--- config.mk ---
export PLATFORM = sky130hd
export DESIGN_NAME = tcp_ack_congestion_update_top
export DESIGN_NICKNAME = d
export VERILOG_FILES = /design/src/rtl/tacu_pkg.sv /design/src/rtl/tacu_div.sv /design/src/rtl/tcp_ack_congestion_update_top.sv
export VERILOG_INCLUDE_DIRS = /design/src /design/src/rtl
export SDC_FILE = /design/constraint.sdc
export NUM_CORES = 2
export LEC_CHECK = 0
export BUFFER_PORTS_ARGS = -buffer_cell sky130_fd_sc_hd__clkbuf_2
export CAP_MARGIN = 20
export CORE_MARGIN = 2
export CORE_UTILIZATION = 39
export CTS_BUF_LIST = sky130_fd_sc_hd__clkbuf_4
export DETAILED_ROUTE_END_ITERATION = 6
export PLACE_DENSITY = 0.65
export SLEW_MARGIN = 40
export SYNTH_ARGS = -nofsm -noshare
export SYNTH_HDL_FRONTEND = slang
export SYNTH_SLANG_ARGS = --single-unit
--- constraint.sdc ---
create_clock -name clk -period 9 [get_ports clk]
set_input_delay 1.8 -clock clk [delete_from_list [all_inputs] [get_ports clk]]
set_output_delay 1.8 -clock clk [all_outputs]
set_load 0.01 [all_outputs]
--- src/rtl/assert_macros.svh ---
// Assertion macros used by the top-level RTL file.
// Every check is sampled on the rising edge of clk and is disabled while arst_n is low.
`ifndef ASSERT_MACROS_SVH
`define ASSERT_MACROS_SVH

// The property must hold at every sampled edge.
`define TACU_ASSERT(label, prop, msg) \
	label: assert property (@(posedge clk) disable iff (!arst_n) (prop)) else $error(msg);

// The expression must never be true at a sampled edge.
`define TACU_NEVER(label, expr, msg) \
	label: assert property (@(posedge clk) disable iff (!arst_n) !(expr)) else $error(msg);

`endif

--- src/rtl/tacu_pkg.sv ---
package tacu_pkg;

	localparam int DIV_WIDTH = 32;
	localparam int SEND_BUFFER_BYTES_DEF = 65536;

	localparam logic [1:0] OP_SEG_ARRIVED = 2'd0;
	localparam logic [1:0] OP_DATA_QUEUED = 2'd1;
	localparam logic [1:0] OP_SEG_SENT    = 2'd2;

	localparam logic [1:0] RTO_NONE   = 2'd0;
	localparam logic [1:0] RTO_CANCEL = 2'd1;
	localparam logic [1:0] RTO_REARM  = 2'd2;

	localparam logic [1:0] CFG_MSS      = 2'd0;
	localparam logic [1:0] CFG_SSTHRESH = 2'd1;
	localparam logic [1:0] CFG_SNDBUF   = 2'd2;

	localparam logic [15:0] MSS_RESET      = 16'd536;
	localparam logic [31:0] SSTHRESH_RESET = 32'd65535;
	localparam logic [16:0] SNDBUF_RESET   = 17'd65536;
	localparam logic [31:0] CWND_RESET     = 32'd536;

	typedef struct packed {
		logic [1:0]  op;
		logic        established;
		logic        ack_flag;
		logic [31:0] ack_number;
		logic [15:0] window_size;
		logic [15:0] segment_data_len;
		logic [16:0] byte_count;
		logic        start_rtt;
	} in_word_t;

	typedef struct packed {
		logic [31:0] unacked_seq;
		logic [31:0] congestion_window;
		logic [15:0] buffer_start;
		logic [16:0] buffer_len;
		logic [16:0] bytes_freed;
		logic [7:0]  dup_ack_count;
		logic        rtt_done;
		logic [1:0]  rto_action;
	} out_word_t;

	typedef struct packed {
		logic busy;
		logic done;
	} div_status_t;

endpackage

--- src/rtl/tacu_div.sv ---
module tacu_div #(
	parameter int WIDTH = tacu_pkg::DIV_WIDTH
) (
	input  logic                 clk,
	input  logic                 arst_n,
	input  logic                 start,
	input  logic [WIDTH-1:0]     dividend,
	input  logic [WIDTH-1:0]     divisor,
	output tacu_pkg::div_status_t status,
	output logic [WIDTH-1:0]     quotient,
	output logic [WIDTH-1:0]     remainder
);

	localparam int CW = $clog2(WIDTH) + 1;

	logic [WIDTH-1:0] quo_q;
	logic [WIDTH-1:0] rem_q;
	logic [WIDTH-1:0] dvs_q;
	logic [CW-1:0]    cnt_q;
	logic             done_q;

	logic [WIDTH:0]   shifted;
	logic             ge;
	logic [WIDTH:0]   sub;

	// One restoring step: bring down the next dividend bit and try the subtract.
	always_comb begin
		shifted = {rem_q, quo_q[WIDTH-1]};
		ge      = shifted >= {1'b0, dvs_q};
		sub     = shifted - {1'b0, dvs_q};
	end

	always_ff @(posedge clk or negedge arst_n) begin
		if (!arst_n) begin
			cnt_q  <= '0;
			done_q <= 1'b0;
			quo_q  <= '0;
			rem_q  <= '0;
			dvs_q  <= '0;
		end else begin
			done_q <= !start && cnt_q == CW'(1);
			if (start) begin
				quo_q <= dividend;
				rem_q <= '0;
				dvs_q <= divisor;
				cnt_q <= CW'(WIDTH);
			end else if (cnt_q != '0) begin
				quo_q <= {quo_q[WIDTH-2:0], ge};
				rem_q <= ge ? sub[WIDTH-1:0] : shifted[WIDTH-1:0];
				cnt_q <= cnt_q - CW'(1);
			end
		end
	end

	assign status.busy = cnt_q != '0;
	assign status.done = done_q;
	assign quotient    = quo_q;
	assign remainder   = rem_q;

endmodule

--- src/rtl/tcp_ack_congestion_update_top.sv ---
// Send-side acknowledgement and congestion window update for one TCP connection.
// Input channel (in_valid, in_ready, in_data) takes one event word: an arriving
// segment, bytes queued into the send buffer, or a segment sent. Every event
// gives exactly one result word on the output channel (out_valid, out_ready,
// out_data) holding the connection state after the event.
// The configuration channel (cfg_valid, cfg_ready, cfg_index, cfg_data) is
// always ready and writes MSS, slow start threshold and send buffer size.
// The block handles one event at a time and drops in_ready while it works.
// Most events pass through S_EXEC and S_FIN to the output register, and in_ready
// rises again as the result is written. A new acknowledgement adds S_GROW and
// S_ADD in slow start, and S_MUL and S_DIV as well in congestion avoidance,
// where one 32-bit serial divider forms MSS*MSS/cwnd one quotient bit per cycle.
// When the buffer start wraps, the same divider first forms the modulo in S_MOD.
// Reset returns all connection state and registers to their initial values.
// A finished result waits in the output register while the receiver stalls;
// one more event may be accepted meanwhile and waits for that register.
module tcp_ack_congestion_update_top #(
	parameter int SEND_BUFFER_BYTES = tacu_pkg::SEND_BUFFER_BYTES_DEF
) (
	input  logic                clk,
	input  logic                arst_n,
	input  logic                in_valid,
	output logic                in_ready,
	input  tacu_pkg::in_word_t  in_data,
	output logic                out_valid,
	input  logic                out_ready,
	output tacu_pkg::out_word_t out_data,
	input  logic                cfg_valid,
	output logic                cfg_ready,
	input  logic [1:0]          cfg_index,
	input  logic [31:0]         cfg_data
);

	`include "assert_macros.svh"

	localparam logic [16:0] BUF_BYTES = 17'(SEND_BUFFER_BYTES);
	localparam int DW = tacu_pkg::DIV_WIDTH;

	typedef enum logic [2:0] {
		S_IDLE, S_EXEC, S_MOD, S_GROW, S_MUL, S_DIV, S_ADD, S_FIN
	} state_t;

	state_t state_q;

	logic [15:0] mss_q;
	logic [31:0] ssthresh_q;
	logic [16:0] sndbuf_q;

	tacu_pkg::in_word_t  in_q;
	tacu_pkg::out_word_t out_q;
	logic                out_valid_q;

	logic [31:0] una_q;
	logic [31:0] next_q;
	logic [15:0] head_q;
	logic [16:0] count_q;
	logic [31:0] cwnd_q;
	logic [7:0]  dup_q;
	logic [15:0] peer_win_q;
	logic        rtt_pend_q;
	logic [31:0] rtt_target_q;
	logic [16:0] freed_q;
	logic        rdone_q;
	logic [1:0]  rto_q;
	logic [31:0] prod_q;
	logic [31:0] adj_q;

	logic [16:0] eff_size;
	logic [31:0] ack_diff;
	logic [31:0] rtt_diff;
	logic        is_ack;
	logic        ack_ok;
	logic        new_ack;
	logic [16:0] freed;
	logic [16:0] head_sum;
	logic        wrap;
	logic [17:0] queue_sum;
	logic [31:0] next_sum;
	logic [31:0] adj_fix;
	logic [32:0] cw_sum;
	logic        div_start;
	logic [DW-1:0] div_dividend;
	logic [DW-1:0] div_divisor;
	tacu_pkg::div_status_t div_stat;
	logic [DW-1:0] div_quo;
	logic [DW-1:0] div_rem;
	logic        out_free;

	assign cfg_ready = 1'b1;
	assign in_ready  = state_q == S_IDLE;
	assign out_valid = out_valid_q;
	assign out_data  = out_q;
	assign out_free  = !out_valid_q || out_ready;

	always_comb begin
		eff_size  = (sndbuf_q == '0 || sndbuf_q > BUF_BYTES) ? BUF_BYTES : sndbuf_q;
		ack_diff  = in_q.ack_number - una_q;
		rtt_diff  = in_q.ack_number - rtt_target_q;
		is_ack    = in_q.op == tacu_pkg::OP_SEG_ARRIVED && in_q.established && in_q.ack_flag;
		ack_ok    = is_ack && !ack_diff[31];
		new_ack   = ack_ok && ack_diff != '0;
		freed     = (ack_diff < {15'd0, count_q}) ? ack_diff[16:0] : count_q;
		head_sum  = {1'b0, head_q} + freed;
		wrap      = head_sum >= eff_size;
		queue_sum = {1'b0, count_q} + {1'b0, in_q.byte_count};
		next_sum  = next_q + {15'd0, in_q.byte_count};
		adj_fix   = (adj_q == '0) ? 32'd1 : adj_q;
		cw_sum    = {1'b0, cwnd_q} + {1'b0, adj_fix};
	end

	always_comb begin
		div_start    = 1'b0;
		div_dividend = prod_q;
		div_divisor  = cwnd_q;
		if (state_q == S_EXEC) begin
			div_start    = new_ack && wrap;
			div_dividend = {15'd0, head_sum};
			div_divisor  = {15'd0, eff_size};
		end else if (state_q == S_MUL) begin
			div_start = cwnd_q != '0;
		end
	end

	tacu_div #(
		.WIDTH(DW)
	) u_div (
		.clk      (clk),
		.arst_n   (arst_n),
		.start    (div_start),
		.dividend (div_dividend),
		.divisor  (div_divisor),
		.status   (div_stat),
		.quotient (div_quo),
		.remainder(div_rem)
	);

	always_ff @(posedge clk or negedge arst_n) begin
		if (!arst_n) begin
			mss_q      <= tacu_pkg::MSS_RESET;
			ssthresh_q <= tacu_pkg::SSTHRESH_RESET;
			sndbuf_q   <= tacu_pkg::SNDBUF_RESET;
		end else if (cfg_valid && cfg_ready) begin
			unique case (cfg_index)
				tacu_pkg::CFG_MSS:      mss_q      <= cfg_data[15:0];
				tacu_pkg::CFG_SSTHRESH: ssthresh_q <= cfg_data;
				tacu_pkg::CFG_SNDBUF:   sndbuf_q   <= cfg_data[16:0];
				default: begin
				end
			endcase
		end
	end

	always_ff @(posedge clk) begin
		if (in_valid && in_ready) begin
			in_q <= in_data;
		end
	end

	always_ff @(posedge clk or negedge arst_n) begin
		if (!arst_n) begin
			state_q      <= S_IDLE;
			out_valid_q  <= 1'b0;
			out_q        <= '0;
			una_q        <= '0;
			next_q       <= '0;
			head_q       <= '0;
			count_q      <= '0;
			cwnd_q       <= tacu_pkg::CWND_RESET;
			dup_q        <= '0;
			peer_win_q   <= '0;
			rtt_pend_q   <= 1'b0;
			rtt_target_q <= '0;
			freed_q      <= '0;
			rdone_q      <= 1'b0;
			rto_q        <= tacu_pkg::RTO_NONE;
			prod_q       <= '0;
			adj_q        <= '0;
		end else begin
			if (out_valid_q && out_ready && state_q != S_FIN) begin
				out_valid_q <= 1'b0;
			end
			unique case (state_q)
				S_IDLE: begin
					if (in_valid) begin
						state_q <= S_EXEC;
					end
				end
				S_EXEC: begin
					freed_q <= new_ack ? freed : '0;
					rdone_q <= ack_ok && rtt_pend_q && !rtt_diff[31];
					if (!new_ack) begin
						rto_q <= tacu_pkg::RTO_NONE;
					end else if (in_q.ack_number != next_q) begin
						rto_q <= tacu_pkg::RTO_REARM;
					end else begin
						rto_q <= tacu_pkg::RTO_CANCEL;
					end
					if (!new_ack) begin
						state_q <= S_FIN;
					end else if (wrap) begin
						state_q <= S_MOD;
					end else begin
						state_q <= S_GROW;
					end
					case (in_q.op)
						tacu_pkg::OP_SEG_ARRIVED: begin
							if (ack_ok) begin
								peer_win_q <= in_q.window_size;
								if (rtt_pend_q && !rtt_diff[31]) begin
									rtt_pend_q <= 1'b0;
								end
								if (ack_diff == '0) begin
									if (in_q.segment_data_len == '0
										&& in_q.window_size == peer_win_q
										&& dup_q != 8'hFF) begin
										dup_q <= dup_q + 8'd1;
									end
								end else begin
									count_q <= count_q - freed;
									una_q   <= in_q.ack_number;
									dup_q   <= '0;
									if (!wrap) begin
										head_q <= head_sum[15:0];
									end
								end
							end
						end
						tacu_pkg::OP_DATA_QUEUED: begin
							count_q <= (queue_sum > {1'b0, eff_size}) ?
								eff_size : queue_sum[16:0];
						end
						tacu_pkg::OP_SEG_SENT: begin
							next_q <= next_sum;
							if (in_q.start_rtt && !rtt_pend_q) begin
								rtt_pend_q   <= 1'b1;
								rtt_target_q <= next_sum;
							end
						end
						default: begin
						end
					endcase
				end
				S_MOD: begin
					if (div_stat.done) begin
						head_q  <= div_rem[15:0];
						state_q <= S_GROW;
					end
				end
				S_GROW: begin
					prod_q <= {16'd0, mss_q} * {16'd0, mss_q};
					if (cwnd_q < ssthresh_q) begin
						adj_q   <= {16'd0, mss_q};
						state_q <= S_ADD;
					end else begin
						state_q <= S_MUL;
					end
				end
				S_MUL: begin
					if (cwnd_q == '0) begin
						adj_q   <= prod_q;
						state_q <= S_ADD;
					end else begin
						state_q <= S_DIV;
					end
				end
				S_DIV: begin
					if (div_stat.done) begin
						adj_q   <= div_quo;
						state_q <= S_ADD;
					end
				end
				S_ADD: begin
					cwnd_q  <= cw_sum[32] ? 32'hFFFF_FFFF : cw_sum[31:0];
					state_q <= S_FIN;
				end
				S_FIN: begin
					if (out_free) begin
						out_valid_q             <= 1'b1;
						out_q.unacked_seq       <= una_q;
						out_q.congestion_window <= cwnd_q;
						out_q.buffer_start      <= head_q;
						out_q.buffer_len        <= count_q;
						out_q.bytes_freed       <= freed_q;
						out_q.dup_ack_count     <= dup_q;
						out_q.rtt_done          <= rdone_q;
						out_q.rto_action        <= rto_q;
						state_q                 <= S_IDLE;
					end
				end
				default: begin
					state_q <= S_IDLE;
				end
			endcase
		end
	end

	`TACU_ASSERT(a_cwnd_grows, cwnd_q >= $past(cwnd_q), "congestion window decreased")
	`TACU_ASSERT(a_div_done_owned, div_stat.done |-> (state_q == S_MOD || state_q == S_DIV), "divider finished outside a divide state")
	`TACU_NEVER(a_ready_while_div, in_ready && div_stat.busy, "ready while the divider is busy")
	`TACU_NEVER(a_rtt_done_pending, state_q == S_FIN && rdone_q && rtt_pend_q, "round trip done but still pending")

endmodule

==> flow_metrics.tcl <==
set metrics [dict create \
    outcome "finished, final reports clean" \
    die_w_um 343 \
    synth-edff-count 86 \
    grt_max_degree 97 \
    netlist_area_um2 44800 \
    wl_met2_um 57000 \
    yosysWarnings 0 \
    numCtsBuffers 182 \
    synth_area_leader_cell "dfrtp_1" \
    start_kind "register" \
    worstRegToRegCells 39 \
    synthDominantCellAreaShare 0.303 \
    layout_commonest_cell "dfrtp_1" \
    crit_family "compound AO/OA/AOI/OAI gates" \
    critPathSlowestCell "fa_1" \
    regArea_um2 16800 \
    first_iter_violations 2639 \
    syn_avg_cell_area_um2 9.94 \
    netlist_instances 4511 \
    vias_per_cell 5.43 \
    ys_seq_area_frac 0.374 \
    dieArea_um2 118000 \
    ant_nets 0 \
    crit_type "register to register" \
    cts_tree "yes" \
    required_ps 9960 \
    min_delay_path_depth 1 \
    firstDrtPassIters 7 \
    dr_wl_met3_um 9340 \
    max_freq_mhz 118 \
    netlist_top_cells_area "dfrtp_1 (30%), ha_1 (10%), fa_1 (7.6%), mux2_2 (5.8%), edfxtp_1 (5.8%)" \
    ys_ff_latch 652 \
    vias 35300 \
    clock-sinks 652 \
    grt_overflow 0 \
    mostFrequentLayoutCells "dfrtp_1 (542), inv_1 (410), nand2_1 (406)" \
    finalHoldViolCount 0 \
    wl_per_cell_um 20.4 \
    grt_usage 0.222 \
    highest_layer "met5" \
    crit_buf_inv 5 \
    crit_fanout 16 \
    fp.dieH_um 343 \
    worst_setup_path_end_kind "register" \
    synth_fp_nets 5181 \
    slew_headroom 0.386 \
    grt_pass1_vias 34600 \
    htreeDepth 4 \
    core_region_area_um2 114000 \
    critPathArrivalTime_ps 9440 \
    multi_input_area_um2 25900 \
    tightest_slew_ps 914 \
    finalMaxSlewViolations 0 \
    crit_top_cell "ha_1" \
    setup-violations-final 0 \
    period_share 0.943 \
    crit_cells 39 \
    antenna_found_initial 9 \
    cts-root-buf "clkbuf_4" \
    start_util 0.392 \
    period_needed_ps 8480 \
    nets 5509 \
    area.growth.synth_to_final_pct 13.1 \
    io_pins 253 \
    async_flop_share 0.868 \
    wirelength_um 133000 \
    fill_cells 11000 \
    dp_hpwl_um 101000 \
    grt_pass1_wl_um 202000 \
    hp-class "register to register" \
    ys_types 83 \
    portBuffers 251 \
    final_util 0.444 \
    routabilityCongestion 0.939 \
    cpPeakStageDelay_ps 460 \
    hold_buffers 0 \
    row_count 124 \
    finalClockSkew_ps 104 \
    maxCapViolations 0 \
    drive_above_1_share 0.197 \
    hold_ws_ps 457 \
    wl_met1_um 62900 \
    synthFlopType "dfrtp_1" \
    path_clk_slew_ps 70 \
    route.detailed.drc 0 \
    cts.path.max_buffers 3 \
    clkLatencyLatePin_ps 1110 \
]
==> routing by layer <==
metal | up-vias | track usage
met5 | - | 0
met4 | 8 | 0.0711
met3 | 220 | 0.0445
met2 | 1136 | 0.326
met1 | 17400 | 0.328
li1 | 16500 | -
==> final cells by class <==
type | instances | area share
antenna | 4 | 0.000198
clock inverter | 49 | 0.00602
clock buffer | 279 | 0.0413
timing repair buffer | 355 | 0.0425
multi-input combinational | 3238 | 0.511
inverter | 410 | 0.0304
tap | 1512 | 0.0373
sequential | 652 | 0.331
==> state kept, by name (all words and copies together) (netlist names), 31 cells and up <==
| register | cells |
|---|---|
| adj_q | 32 |
| cwnd_q | 32 |
| in_q | 86 |
| next_q | 32 |
| out_data | 125 |
| prod_q | 31 |
| rtt_target_q | 32 |
| ssthresh_q | 32 |
| u_div.dvs_q | 32 |
| u_div.quotient | 32 |
| u_div.remainder | 32 |
| una_q | 32 |
==> final timing paths <==
| check | startpoint | end | slack (ps) |
|---|---|---|---|
| worst max-delay path | una_q[1] | u_div.dvs_q[25] | 520 |
| worst min-delay path | una_q[10] | out_data[103] | 460 |
| worst max register to register | una_q[1] | u_div.dvs_q[25] | 520 |
| worst min register to register | una_q[10] | out_data[103] | 460 |
| max in group asynchronous | arst_n | state_q[0] | 6480 |
| min in group asynchronous | arst_n | out_data[103] | 720 |
==> logic make-up after synthesis <==
logic type      Yosys count  synth area share
mux                     387            0.0940
buf+inv                 623            0.0531
xor+xnor                234            0.0457
flops                   652             0.374
compound gates          893             0.128
fa+ha+maj               545             0.181
other cells               1         0.0000837
simple gates           1176             0.124
==> cell usage after synthesis, types with 45 or more instances <==
| cell type | number |
|---|---|
| nand2b_1 | 47 |
| mux2_2 | 232 |
| xnor2_1 | 126 |
| nand2_1 | 411 |
| dfrtp_1 | 543 |
| a21oi_1 | 217 |
| nor3_1 | 83 |
| ha_1 | 374 |
| nor4_1 | 47 |
| xor2_1 | 108 |
| a21o_1 | 92 |
| nand3_1 | 82 |
| a211oi_1 | 45 |
| nor2_1 | 252 |
| clkbuf_1 | 184 |
| inv_1 | 410 |
| mux2i_1 | 145 |
| and2_1 | 82 |
| fa_1 | 171 |
| o21ai_0 | 240 |
| edfxtp_1 | 86 |
==> worst reg2reg max path, delay by kind of cell (launching register included) <==
kind,cells,cell delay [ps]
AOI/OAI and AO/OA,20,4310
adders and majority gates,5,1530
and+or+nand+nor,7,1160
buffers and inverters,5,670
DFF,1,410
xor gates and xnor gates,1,170
muxes,1,120
==> what timing repair did <==
item | CTS | global route
endpoints found under the setup margin | 0 | 117
resized for setup | 0 | 23
setup buffers | 0 | 8
hold endpoints to repair | 0 | 0
==> through the flow <==
step / TNS [ps] / cell area (um^2) / worst slack, ps / std cells
final: 0 / 50700 / 517 / 6499
after detailed placement: 0 / 48000 / 125 / 6156
after CTS: 0 / 50400 / 56.2 / 6484
after global placement: 0 / 47900 / 347 / 6150
after global routing: -0.630 / 50700 / -0.630 / 6498
after floorplan: 0 / 44800 / 816 / 4511
Power is left out: the tool's default activity adds up to more than one toggle a clock period on the data nets, which glitch-free logic cannot reach.
